### src/design/gsim_pkg.sv
// shared constants, register codes and control types for the group-scaled int8 matvec
`timescale 1ns / 1ps

package gsim_pkg;

  localparam int LANES           = 4;
  localparam int MAX_GROUP       = 256;
  localparam int SCALE_FRAC_BITS = 20;

  localparam int DATA_W     = 8;
  localparam int PROD_W     = 2 * DATA_W;
  localparam int SCALE_W    = 24;
  localparam int PROD_MAX   = (1 << (DATA_W - 1)) * (1 << (DATA_W - 1));
  localparam int SUM_W      = $clog2(MAX_GROUP * PROD_MAX) + 2;
  localparam int GSIZE_W    = 9;
  localparam int VLEN_W     = 17;
  localparam int RCOUNT_W   = 17;
  localparam int ROW_IDX_W  = 16;
  localparam int ACC_W      = 64;
  localparam int CFG_IDX_W  = 2;
  localparam int CFG_DATA_W = 17;

  localparam logic [GSIZE_W-1:0]  GRP_LEN_RST   = GSIZE_W'(64);
  localparam logic [VLEN_W-1:0]   VEC_LEN_RST   = VLEN_W'(4096);
  localparam logic [RCOUNT_W-1:0] ROW_COUNT_RST = RCOUNT_W'(4096);

  typedef enum logic [CFG_IDX_W-1:0] {
    REG_GRP_LEN   = 2'd0,
    REG_VEC_LEN   = 2'd1,
    REG_ROW_COUNT = 2'd2
  } cfg_reg_t;

  typedef struct packed {
    logic load;
    logic sum;
    logic term;
    logic acc;
    logic emit;
  } cmd_t;

  typedef struct packed {
    logic grp_close;
    logic row_close;
    logic row_hit;
  } status_t;

endpackage

### src/design/gsim_dp.sv
// datapath: config registers, lane products, group sum, scaling and saturating row accumulator
`timescale 1ns / 1ps

module gsim_dp #(
  parameter int SCALE_FRAC_BITS = gsim_pkg::SCALE_FRAC_BITS
) (
  input  logic                                     clk,
  input  logic                                     rst,
  input  logic                                     cfg_valid,
  input  logic [gsim_pkg::CFG_IDX_W-1:0]           cfg_index,
  input  logic [gsim_pkg::CFG_DATA_W-1:0]          cfg_data,
  input  logic signed [gsim_pkg::DATA_W-1:0]       act_in [gsim_pkg::LANES],
  input  logic signed [gsim_pkg::DATA_W-1:0]       wgt_in [gsim_pkg::LANES],
  input  logic [gsim_pkg::SCALE_W-1:0]             act_scale,
  input  logic [gsim_pkg::SCALE_W-1:0]             wgt_scale,
  input  gsim_pkg::cmd_t                           cmd,
  output gsim_pkg::status_t                        status,
  output logic signed [gsim_pkg::ACC_W-1:0]        row_value,
  output logic [gsim_pkg::ROW_IDX_W-1:0]           row_index,
  output logic                                     last_row,
  output logic                                     overflow
);

  localparam int SP_W = 2 * gsim_pkg::SCALE_W;
  localparam int PS_W = SP_W - SCALE_FRAC_BITS;
  localparam int GW   = gsim_pkg::GSIZE_W;
  localparam int VW   = gsim_pkg::VLEN_W;
  localparam int AW   = gsim_pkg::ACC_W;
  localparam int SW   = gsim_pkg::SUM_W;
  localparam int TP_W = SW + PS_W + 1;

  logic [GW-1:0]                       grp_len;
  logic [VW-1:0]                       vec_len;
  logic [gsim_pkg::RCOUNT_W-1:0]       row_count;

  logic signed [gsim_pkg::DATA_W-1:0]  act_q [gsim_pkg::LANES];
  logic signed [gsim_pkg::DATA_W-1:0]  wgt_q [gsim_pkg::LANES];
  logic [gsim_pkg::SCALE_W-1:0]        act_scale_q;
  logic [gsim_pkg::SCALE_W-1:0]        wgt_scale_q;

  logic signed [SW-1:0]                group_sum;
  logic [GW-1:0]                       group_elem_count;
  logic [VW-1:0]                       row_elem_count;
  logic [PS_W-1:0]                     scale_q;
  logic signed [AW-1:0]                term;
  logic signed [AW-1:0]                row_acc;
  logic                                row_overflow;
  logic [gsim_pkg::ROW_IDX_W-1:0]      row_counter;
  logic                                row_hit;

  logic [GW-1:0]                       gs_eff;
  logic signed [gsim_pkg::PROD_W-1:0]  lane_prod [gsim_pkg::LANES];
  logic signed [SW-1:0]                lane_sum;
  logic [GW-1:0]                       group_elem_count_next;
  logic [VW:0]                         row_elem_count_next;
  logic [SP_W-1:0]                     scale_prod;
  logic signed [TP_W-1:0]              term_prod;
  logic signed [AW-1:0]                acc_sum;
  logic                                acc_sat;
  logic                                last;

  always_comb begin
    if (grp_len < GW'(gsim_pkg::LANES)) begin
      gs_eff = GW'(gsim_pkg::LANES);
    end else if (grp_len > GW'(gsim_pkg::MAX_GROUP)) begin
      gs_eff = GW'(gsim_pkg::MAX_GROUP);
    end else begin
      gs_eff = grp_len;
    end
  end

  always_comb begin
    lane_sum = '0;
    for (int k = 0; k < gsim_pkg::LANES; k++) begin
      lane_prod[k] = act_q[k] * wgt_q[k];
      lane_sum     = lane_sum + SW'(lane_prod[k]);
    end
  end

  assign group_elem_count_next = group_elem_count + GW'(gsim_pkg::LANES);
  assign row_elem_count_next   = {1'b0, row_elem_count} + (VW + 1)'(gsim_pkg::LANES);
  assign scale_prod            = SP_W'(act_scale_q) * SP_W'(wgt_scale_q);
  assign term_prod             = group_sum * $signed({1'b0, scale_q});
  assign acc_sum               = row_acc + term;
  assign acc_sat               = (row_acc[AW-1] == term[AW-1]) && (acc_sum[AW-1] != row_acc[AW-1]);
  assign last                  = ({1'b0, row_counter} + gsim_pkg::RCOUNT_W'(1)) >= row_count;

  assign status.grp_close = group_elem_count_next >= gs_eff;
  assign status.row_close = row_elem_count_next >= {1'b0, vec_len};
  assign status.row_hit   = row_hit;

  // config and row state
  always_ff @(posedge clk) begin
    if (rst) begin
      grp_len          <= gsim_pkg::GRP_LEN_RST;
      vec_len          <= gsim_pkg::VEC_LEN_RST;
      row_count        <= gsim_pkg::ROW_COUNT_RST;
      group_sum        <= '0;
      group_elem_count <= '0;
      row_elem_count   <= '0;
      row_acc          <= '0;
      row_overflow     <= 1'b0;
      row_counter      <= '0;
      row_hit          <= 1'b0;
    end else begin
      if (cfg_valid) begin
        case (cfg_index)
          gsim_pkg::REG_GRP_LEN:   grp_len   <= cfg_data[GW-1:0];
          gsim_pkg::REG_VEC_LEN:   vec_len   <= cfg_data[VW-1:0];
          gsim_pkg::REG_ROW_COUNT: row_count <= cfg_data[gsim_pkg::RCOUNT_W-1:0];
          default: ;
        endcase
      end
      if (cmd.sum) begin
        group_sum        <= group_sum + lane_sum;
        group_elem_count <= (status.grp_close || status.row_close) ? '0 : group_elem_count_next;
        row_elem_count   <= status.row_close ? '0 : row_elem_count_next[VW-1:0];
        row_hit          <= status.row_close;
      end
      if (cmd.term) begin
        group_sum <= '0;
      end
      if (cmd.acc) begin
        if (acc_sat) begin
          row_acc      <= row_acc[AW-1] ? {1'b1, {(AW-1){1'b0}}} : {1'b0, {(AW-1){1'b1}}};
          row_overflow <= 1'b1;
        end else begin
          row_acc <= acc_sum;
        end
      end
      if (cmd.emit) begin
        row_acc      <= '0;
        row_overflow <= 1'b0;
        group_sum    <= '0;
        row_hit      <= 1'b0;
        row_counter  <= last ? '0 : row_counter + gsim_pkg::ROW_IDX_W'(1);
      end
    end
  end

  // item capture, scale product, group term and output word
  always_ff @(posedge clk) begin
    if (cmd.load) begin
      act_q       <= act_in;
      wgt_q       <= wgt_in;
      act_scale_q <= act_scale;
      wgt_scale_q <= wgt_scale;
    end
    if (cmd.sum) begin
      scale_q <= scale_prod[SP_W-1:SCALE_FRAC_BITS];
    end
    if (cmd.term) begin
      term <= AW'(term_prod);
    end
    if (cmd.emit) begin
      row_value <= row_acc;
      row_index <= row_counter;
      last_row  <= last;
      overflow  <= row_overflow;
    end
  end

`ifndef SYNTH
  a_emit_clears_row: assert property (@(posedge clk) disable iff (rst)
    cmd.emit |=> (row_acc == '0) && !row_overflow && (group_sum == '0))
    else $error("row state not cleared after emit");

  a_term_clears_group: assert property (@(posedge clk) disable iff (rst)
    cmd.term |=> (group_sum == '0))
    else $error("group sum not cleared after group term");

  a_row_close_counts: assert property (@(posedge clk) disable iff (rst)
    (cmd.sum && status.row_close) |=> (row_elem_count == '0) && (group_elem_count == '0) && row_hit)
    else $error("element counts not reset at row end");
`endif

endmodule

### src/design/gsim_ctrl.sv
// controller: item sequencing state machine and output word valid
`timescale 1ns / 1ps

module gsim_ctrl (
  input  logic              clk,
  input  logic              rst,
  input  logic              in_valid,
  output logic              in_ready,
  output logic              out_valid,
  input  logic              out_ready,
  input  gsim_pkg::status_t status,
  output gsim_pkg::cmd_t    cmd
);

  typedef enum logic [4:0] {
    ST_IDLE = 5'b00001,
    ST_SUM  = 5'b00010,
    ST_TERM = 5'b00100,
    ST_ACC  = 5'b01000,
    ST_EMIT = 5'b10000
  } state_t;

  state_t state;
  state_t state_next;

  always_comb begin
    state_next = state;
    cmd        = '0;
    case (state)
      ST_IDLE: begin
        if (in_valid) begin
          cmd.load   = 1'b1;
          state_next = ST_SUM;
        end
      end
      ST_SUM: begin
        cmd.sum = 1'b1;
        if (status.grp_close) begin
          state_next = ST_TERM;
        end else if (status.row_close) begin
          state_next = ST_EMIT;
        end else begin
          state_next = ST_IDLE;
        end
      end
      ST_TERM: begin
        cmd.term   = 1'b1;
        state_next = ST_ACC;
      end
      ST_ACC: begin
        cmd.acc    = 1'b1;
        state_next = status.row_hit ? ST_EMIT : ST_IDLE;
      end
      ST_EMIT: begin
        if (!out_valid || out_ready) begin
          cmd.emit   = 1'b1;
          state_next = ST_IDLE;
        end
      end
      default: state_next = ST_IDLE;
    endcase
  end

  assign in_ready = (state == ST_IDLE);

  always_ff @(posedge clk) begin
    if (rst) begin
      state     <= ST_IDLE;
      out_valid <= 1'b0;
    end else begin
      state <= state_next;
      if (cmd.emit) begin
        out_valid <= 1'b1;
      end else if (out_ready) begin
        out_valid <= 1'b0;
      end
    end
  end

`ifndef SYNTH
  a_accept_to_sum: assert property (@(posedge clk) disable iff (rst)
    (in_valid && in_ready) |=> (state == ST_SUM))
    else $error("accepted word not followed by sum step");

  a_valid_from_emit: assert property (@(posedge clk) disable iff (rst)
    $rose(out_valid) |-> $past(state == ST_EMIT))
    else $error("output word raised outside emit");

  a_emit_holds_on_stall: assert property (@(posedge clk) disable iff (rst)
    (state == ST_EMIT && out_valid && !out_ready) |=> (state == ST_EMIT))
    else $error("emit left while output word still pending");
`endif

endmodule

### src/design/group_scaled_int8_matvec.sv
// top level: group-wise scaled int8 matrix-vector product, controller plus datapath
//
// Usage: configure the group length, vec_len and row_count on the cfg channel while the
// block is idle (index 0, 1, 2; other indexes are ignored, cfg_ready is always high). Then
// stream the matrix row by row on the input channel, one word of four act/wgt pairs at a
// time, each word carrying the group scales (only the word that closes a group uses them).
// One output word per row gives the saturated Q43.20 row value, its row index, the
// last-row flag and the row overflow flag.
// Sequencing: a word that does not close a group is accepted, then summed; one that
// closes a group adds the group term and accumulate steps; a word that ends a row adds
// the emit step that loads the output register. No new word is accepted until the last
// has passed these steps. The group scaling uses two registered multipliers (24x24
// scale product, then group sum times scale). The output word of a row-ending word is
// valid after its sum step, its term and accumulate steps if it closes a group, and emit.
// Reset: synchronous, clears all row state and loads the default configuration.
// Stall: the output register holds its word until taken; the next row-ending word waits
// in the emit step while the previous word is still pending, and no new word is accepted.
`timescale 1ns / 1ps

module group_scaled_int8_matvec #(
  parameter int SCALE_FRAC_BITS = gsim_pkg::SCALE_FRAC_BITS
) (
  input  logic                                clk,
  input  logic                                rst,
  input  logic                                cfg_valid,
  output logic                                cfg_ready,
  input  logic [gsim_pkg::CFG_IDX_W-1:0]      cfg_index,
  input  logic [gsim_pkg::CFG_DATA_W-1:0]     cfg_data,
  input  logic                                in_valid,
  output logic                                in_ready,
  input  logic signed [gsim_pkg::DATA_W-1:0]  act_0,
  input  logic signed [gsim_pkg::DATA_W-1:0]  act_1,
  input  logic signed [gsim_pkg::DATA_W-1:0]  act_2,
  input  logic signed [gsim_pkg::DATA_W-1:0]  act_3,
  input  logic signed [gsim_pkg::DATA_W-1:0]  wgt_0,
  input  logic signed [gsim_pkg::DATA_W-1:0]  wgt_1,
  input  logic signed [gsim_pkg::DATA_W-1:0]  wgt_2,
  input  logic signed [gsim_pkg::DATA_W-1:0]  wgt_3,
  input  logic [gsim_pkg::SCALE_W-1:0]        act_scale,
  input  logic [gsim_pkg::SCALE_W-1:0]        wgt_scale,
  output logic                                out_valid,
  input  logic                                out_ready,
  output logic signed [gsim_pkg::ACC_W-1:0]   row_value,
  output logic [gsim_pkg::ROW_IDX_W-1:0]      row_index,
  output logic                                last_row,
  output logic                                overflow
);

  logic signed [gsim_pkg::DATA_W-1:0] act_lane [gsim_pkg::LANES];
  logic signed [gsim_pkg::DATA_W-1:0] wgt_lane [gsim_pkg::LANES];
  gsim_pkg::cmd_t                     cmd;
  gsim_pkg::status_t                  status;

  assign cfg_ready = 1'b1;

  assign act_lane[0] = act_0;
  assign act_lane[1] = act_1;
  assign act_lane[2] = act_2;
  assign act_lane[3] = act_3;
  assign wgt_lane[0] = wgt_0;
  assign wgt_lane[1] = wgt_1;
  assign wgt_lane[2] = wgt_2;
  assign wgt_lane[3] = wgt_3;

  gsim_ctrl u_ctrl (
    .clk       (clk),
    .rst       (rst),
    .in_valid  (in_valid),
    .in_ready  (in_ready),
    .out_valid (out_valid),
    .out_ready (out_ready),
    .status    (status),
    .cmd       (cmd)
  );

  gsim_dp #(
    .SCALE_FRAC_BITS (SCALE_FRAC_BITS)
  ) u_dp (
    .clk       (clk),
    .rst       (rst),
    .cfg_valid (cfg_valid),
    .cfg_index (cfg_index),
    .cfg_data  (cfg_data),
    .act_in    (act_lane),
    .wgt_in    (wgt_lane),
    .act_scale (act_scale),
    .wgt_scale (wgt_scale),
    .cmd       (cmd),
    .status    (status),
    .row_value (row_value),
    .row_index (row_index),
    .last_row  (last_row),
    .overflow  (overflow)
  );

endmodule
### config.mk
export PLATFORM = sky130hd
export DESIGN_NAME = group_scaled_int8_matvec
export DESIGN_NICKNAME = d
export VERILOG_FILES = /design/src/design/gsim_pkg.sv /design/src/design/gsim_dp.sv /design/src/design/gsim_ctrl.sv /design/src/design/group_scaled_int8_matvec.sv
export SDC_FILE = /design/constraint.sdc
export NUM_CORES = 2
export LEC_CHECK = 0
export BUFFER_PORTS_ARGS = -buffer_cell sky130_fd_sc_hd__buf_2
export CAP_MARGIN = 5
export CORE_ASPECT_RATIO = 0.7
export CORE_MARGIN = 2
export CORE_UTILIZATION = 35
export CTS_CLUSTER_DIAMETER = 80
export DETAILED_ROUTE_END_ITERATION = 16
export MAX_ROUTING_LAYER = met4
export PLACE_DENSITY = 0.53
export SLEW_MARGIN = 20
export SYNTH_ARGS = -nofsm -noshare
export SYNTH_HDL_FRONTEND = slang
export SYNTH_SLANG_ARGS = --single-unit
### constraint.sdc
create_clock -name clk -period 12.4 [get_ports clk]
set_input_delay 1.86 -clock clk [delete_from_list [all_inputs] [get_ports clk]]
set_output_delay 1.86 -clock clk [all_outputs]
set_load 0.02 [all_outputs]
### After elaboration in Yosys (flattened, before gate mapping)

Cells that the tools add are included.

| cells by class | value |
|---|---|
| equality and inequality tests | 11 |
| magnitude comparators | 5 |
| shift operators | 0 |
| reductions and logical operators | 13 |
| bitwise logic cells | 0 |
| divide/modulo/power cells | 0 |
| muxes and demuxes | 22 |
| add/sub/neg operators | 9 |
| multipliers | 6 |

Operators with widths:

| cell | count |
|---|---|
| 2-to-1 mux 64 bit | 2 |
| adder 64 x 53 -> 64 bit | 1 |
| multiplier 8 x 8 -> 16 bit | 4 |
| multiplier 24 x 29 -> 53 bit | 1 |
| multiplier 24 x 24 -> 48 bit | 1 |
| 2-to-1 mux 9 bit | 3 |
| 2-to-1 mux 5 bit | 5 |
| one-hot mux 5 bit (5 select lines) | 1 |
| adder 24 x 16 -> 24 bit | 1 |
| adder 24 bit | 1 |
| adder 17 x 16 -> 18 bit | 1 |
| adder 17 x 3 -> 18 bit, second input constant | 1 |
| >= comparator 18 x 17 -> 1 bit | 1 |
| adder 16 x 1 -> 17 bit, second input constant | 1 |
| adder 16 x 16 -> 17 bit | 1 |
| >= comparator 17 bit | 1 |
| 2-to-1 mux 17 bit | 1 |
| adder 16 x 1 -> 16 bit, second input constant | 1 |
| 2-to-1 mux 16 bit | 1 |
| AND reduction 2 bit | 5 |
| adder 9 x 3 -> 9 bit, second input constant | 1 |
| >= comparator 9 bit | 1 |
| greater-than comparator 9 bit, second input constant | 1 |
| < comparator 9 x 3 -> 1 bit, second input constant | 1 |
| other kinds (19) | 28 |

| storage, ports and cells | value |
|---|---|
| bits of input ports | 136 |
| memories kept | 0 |
| output and inout bits | 85 |
| bits in writable memories | 0 |
| word-level logic and storage cells | 94 |
| latch bits | 0 |
| ROM bits | 0 |
| bits in registers | 456 |

### Longest topological paths before layout

| logic depth | value |
|---|---|
| depth in word-level cells | 6 |
| mapped depth | 43 |
| gate-level depth less buffers | 43 |

### Cells and area by module

From an unflattened synthesis, not the netlist that was laid out.

| second synthesis, totals | value |
|---|---|
| cell total of the unflattened synthesis | 7560 |
| area total of the unflattened synthesis | 73025.0 um^2 |

Modules (own cells, without submodules):

| module | area each (um^2) | instances | seq. area each (um^2) | cells an instance |
|---|---|---|---|---|
| gsim_dp | 72673.4 | 1 | 11681.2 | 7519 |
| gsim_ctrl | 340.3 | 1 | 120.1 | 39 |
| group_scaled_int8_matvec | 11.3 | 1 | 0.0 | 2 |

### Worst setup path before layout

No wires, ideal clock.

| timing path | value |
|---|---|
| path kind | register to register |
| start | register u_dp.act_q[29] (netlist bit) |
| end | register u_dp.group_sum[23] |
| arrival | 10.427 ns |
| setup slack | 1.856 ns |
| required time | 12.283 ns |
| period minus slack after synthesis | 10.544 ns |
| stages on the path, launching flop included | 38 |
| setup time | 0.117 ns |
| buffers on the path | 0 |
| path through | edfxtp_1 -> and2_1 -> fa_1 -> fa_1 -> inv_1 -> fa_1 -> fa_1 -> inv_1 -> fa_1 -> fa_1 -> inv_1 -> fa_1 -> inv_1 -> ha_1 -> a21oi_1 -> o21ai_1 -> a21oi_1 -> nand2b_1 -> [2 not listed] -> or4_1 -> a2111oi_0 -> nor3_1 -> fa_1 -> fa_1 -> inv_1 -> fa_1 -> fa_1 -> inv_1 -> fa_1 -> inv_1 -> ha_1 -> inv_1 -> o41a_1 -> o21a_1 -> o31ai_1 -> xnor2_1 -> a22o_1 |

| between the ends | value |
|---|---|
| cells in the longest elaborated chain, start to end | 5 |

Ends and longest elaborated chain:

| what | RTL line | RTL |
|---|---|---|
| start, declared | gsim_dp.sv:36 | `logic signed [gsim_pkg::DATA_W-1:0] act_q [gsim_pkg::LANES];` |
| start signal, assigned | gsim_dp.sv:144 | `act_q <= act_in;` |
| multiplier 8 x 8 -> 16 bit | gsim_dp.sv:75 | `lane_prod[k] = act_q[k] * wgt_q[k];` |
| adder 16 x 16 -> 17 bit | gsim_dp.sv:76 | `lane_sum = lane_sum + SW'(lane_prod[k]);` |
| adder 17 x 16 -> 18 bit | gsim_dp.sv:76 |  |
| adder 24 x 16 -> 24 bit | gsim_dp.sv:76 |  |
| adder 24 bit | gsim_dp.sv:115 | `group_sum <= group_sum + lane_sum;` |
| end signal, assigned | gsim_dp.sv:115 |  |
| end, declared | gsim_dp.sv:41 | `logic signed [SW-1:0] group_sum;` |

No other way between the ends.
A chain may end at the register's enable or synchronous reset.

### Worst setup path after layout

Ends and elaborated chain as after synthesis.

==> impl_summary.txt <==
----------------------------------------------------
[Yosys]
  Share of async-settable or async-resettable flops after synthesis ... 0%
  Area leader, netlist ... fa_1
  Primary flip-flop cell chosen by synthesis mapping ... edfxtp_1
  Fraction of synthesized cell area taken by the top area cell type ... 38.7%
  Main combinational cell family by area after synthesis ... adder cells
  Top post-synthesis cells by area ... fa_1 (39%), edfxtp_1 (11%), ha_1 (11%), inv_1 (8.1%), nand2_1 (6.0%)
  Count of mapped cells out of synthesis ... 7506
  Adder-cell area share of the yosys netlist ... 49.4%
  Number of synthesized flops with an enable pin ... 275
  Library cells used by synthesis ... 92
  Area share of and/or/nand/nor cells after synthesis ... 14.4%
  Post-Synth XOR/XNOR Area ... 2.52%
  Compound-Gate Fraction of Synth Area ... 7.30%
  Total nets after synthesis ... 9657
  Area of the mapped netlist ... 72200 um^2
  Multiplexer share of the synthesized area ... 0.139%
  Part of the Yosys area used for sequential elements ... 16.3%
  Synthesized area per cell ... 9.62 um^2
  Total of flip-flops plus latches after synthesis ... 452
  Ys Warns ... 0

[Cells and area]
  Share of layout cells above drive strength 1 ... 6.97%
  Most frequent cells in the layout ... inv_1 (1558), fa_1 (1397), nand2_1 (1149), ha_1 (618), and2_1 (536)
  Relative area change from synthesis to final layout ... 8.68%
  Final #Nets ... 9731
  Cell area after layout ... 78500 um^2
  Fill cell count ... 20500
  Most frequent standard cell in the layout excluding fill and tap cells ... inv_1

[Clocking]
  Post-CTS Resized ... 0
  Worst-Skew Late Latency ... 0.71 ns
  CTS root buffer ... clkbuf_16
  Clock slew at reported path FFs ... 0.07 ns
  Maximum clock insertion buffer count ... 3
  H-Tree Level Count ... 2
  Post-CTS Repair Setup Buffers ... 0
  Sink count of the clock tree ... 452
  TritonCTS clock tree ... yes
  Hold-fix buffers, CTS ... 0
  Number of buffers created by CTS ... 58

[Setup path]
  Startpoint types ... flip-flop
  Endpoint type of the worst setup path ... flip-flop
  Worst stage delay on the critical path ... 0.56 ns
  Most numerous cell on the critical path ... fa_1
  Critical Path Slowest Stage Cell ... fa_1
  Critical Path AT ... 11.87 ns
  WS Path Type ... flip-flop to flip-flop
  Maximum fanout encountered on the critical timing path ... 8
  WP data required ... 12.98 ns

[Die]
  Boundary Pins ... 221
  Overall die area ... 210000 um^2
  Chip width ... 547 um
  Core Region ... 205000 um^2
  Die Height ... 384 um
  Number of rows created at floorplan ... 139
  Initial core utilization ... 35.2%

[Placed design]
  Dpl cell area ... 76300 um^2
  Place WS ... 1.09 ns
  Detailed placement HPWL ... 148000 um
  Number of port buffers ... 219
  Placer congestion estimate ... 0.886

[Timing]
  Endpoints failing hold ... 0
  Part of the cycle the worst path needs ... 91.0%
  Final setup skew ... 0.0471 ns
  Max transition margin ... 20.3%
  Pins over their slew limit ... 0
  TNS Setup ... 0 ns
  Final-layout worst hold slack ... 0.426 ns
  Unrepaired setup endpoints after global routing ... no
  Final setup margin ... 1.11 ns
  # setup viols final ... 0
  Achievable clock frequency ... 0.0886 GHz
  Time the worst path needs with I/O delays and setup ... 11.29 ns
  Transition time of the tightest slew-check pin ... 1.19 ns

[Routing]
  Routed length per instance ... 18.3 um
  Aggregate routed wire length ... 190000 um
  Detailed Routing Iterations Pass 1 ... 6
  Number of vias after detailed routing ... 50500
  DR iter-0 viols ... 3161
  Avg Vias per Cell ... 4.87
  Count of antenna-violating nets left after detailed routing ... 0
  Final routed DRC violation total ... 0

[Global routing]
  Global-route wire length before repair ... 304000 um
  Global-route met3 utilization ... 2.72%
  Largest net degree at the start of global routing ... 67
  Overall Global Routing Usage ... 18.9%
  Met2 Resource Use GR ... 27.7%
  Number of antenna violations at the first check in global routing ... 5
  Total grt overflow ... 0
  Routing layer with the top usage in global route ... met1
  Met1 capacity usage during global routing ... 27.9%
  Via count of the first global-routing pass ... 53100

[Flow run]
  Max-cap violations ... 0

[Worst hold path]
  Hold Crit Class ... flip-flop to flip-flop

[Status]
  Result of the run ... finished clean

----------------------------------------------------
critical path: cells and delay by family, from the launching register on:
kind,cells,cell delay [ns]
AOI/OAI and AO/OA,10,2.44
xor gates and xnor gates,1,0.11
adders and majority gates,14,6.67
buffers and inverters,8,0.43
DFF,1,0.53
and+or+nand+nor,4,0.97
Yosys cell counts, drive strengths merged (12+ instances only):
cell / count
a211oi: 17
nand2: 1150
o22ai: 13
inv: 1561
o21ai: 103
nand3: 69
nand2b: 68
nand3b: 12
xor2: 67
a21oi: 246
dfxtp: 177
nor3: 37
and2: 537
nand4: 30
o21bai: 22
clkbuf: 274
o21a: 23
fa: 1397
ha: 618
a21o: 104
a22o: 15
o31ai: 14
nor2b: 22
a221oi: 54
a31oi: 30
edfxtp: 275
xnor2: 141
and3: 32
or3: 12
nor2: 193
buf: 41
o211ai: 17
per-stage QoR:
| stage | util (%) | instances |
|---|---|---|
| 2_1_floorplan | - | 7506 |
| 3_3_place_gp | 37.2 | 10300 |
| 3_5_place_dp | 37.2 | 10300 |
| 4_1_cts | 38.3 | 10400 |
| 5_1_grt | 38.3 | 10400 |
| 6_report | 38.3 | 10400 |
kinds of logic (layout without fill, tap and decap cells):
family	after synthesis	after routing
AOI/OAI and AO/OA	738	738
xor gates and xnor gates	208	208
adders and majority gates	2015	2015
muxes	10	10
and+or+nand+nor	2204	2204
DFF	452	452
other	1	4
buffers and inverters	1878	2001
state kept, by name (all words and copies together) (netlist names), 17 cells and up:
name              cells
u_dp.vec_len         17
u_dp.group_sum       24
u_dp.act_q           32
u_dp.wgt_scale_q     24
u_dp.row_value       64
u_dp.row_acc         64
u_dp.scale_q         28
u_dp.row_count       17
u_dp.term            53
u_dp.wgt_q           32
u_dp.act_scale_q     24
metal layers:
metal / vias up / part of all wire, %
li1: 23200 / -
met1: 25900 / 49
met4: 0 / 1.6
met3: 162 / 5.7
met5: - / 0
met2: 1238 / 44
cell type report:
type / instances / area [um^2] / share of cell area, %
Multi-Input combinational cell: 5176 / 53300 / 67.9
Inverter: 1563 / 5870 / 7.48
Tap cell: 2749 / 3440 / 4.38
Sequential cell: 452 / 11800 / 15.0
Antenna cell: 3 / 7.51 / 0.00956
Clock inverter: 40 / 519 / 0.662
Timing Repair Buffer: 329 / 1940 / 2.48
Clock buffer: 69 / 1580 / 2.01
final timing paths:
check	from	endpoint	slack [ns]	cells after the start
max	u_dp.act_q[29]	u_dp.group_sum[23]	1.11	37
min	u_dp.row_overflow	u_dp.overflow	0.43	0
min reg2reg	u_dp.row_overflow	u_dp.overflow	0.43	0
max reg2reg	u_dp.act_q[29]	u_dp.group_sum[23]	1.11	37
Power is left out: the tool's default activity adds up to more than one toggle a clock period on the data nets, which glitch-free logic cannot reach.
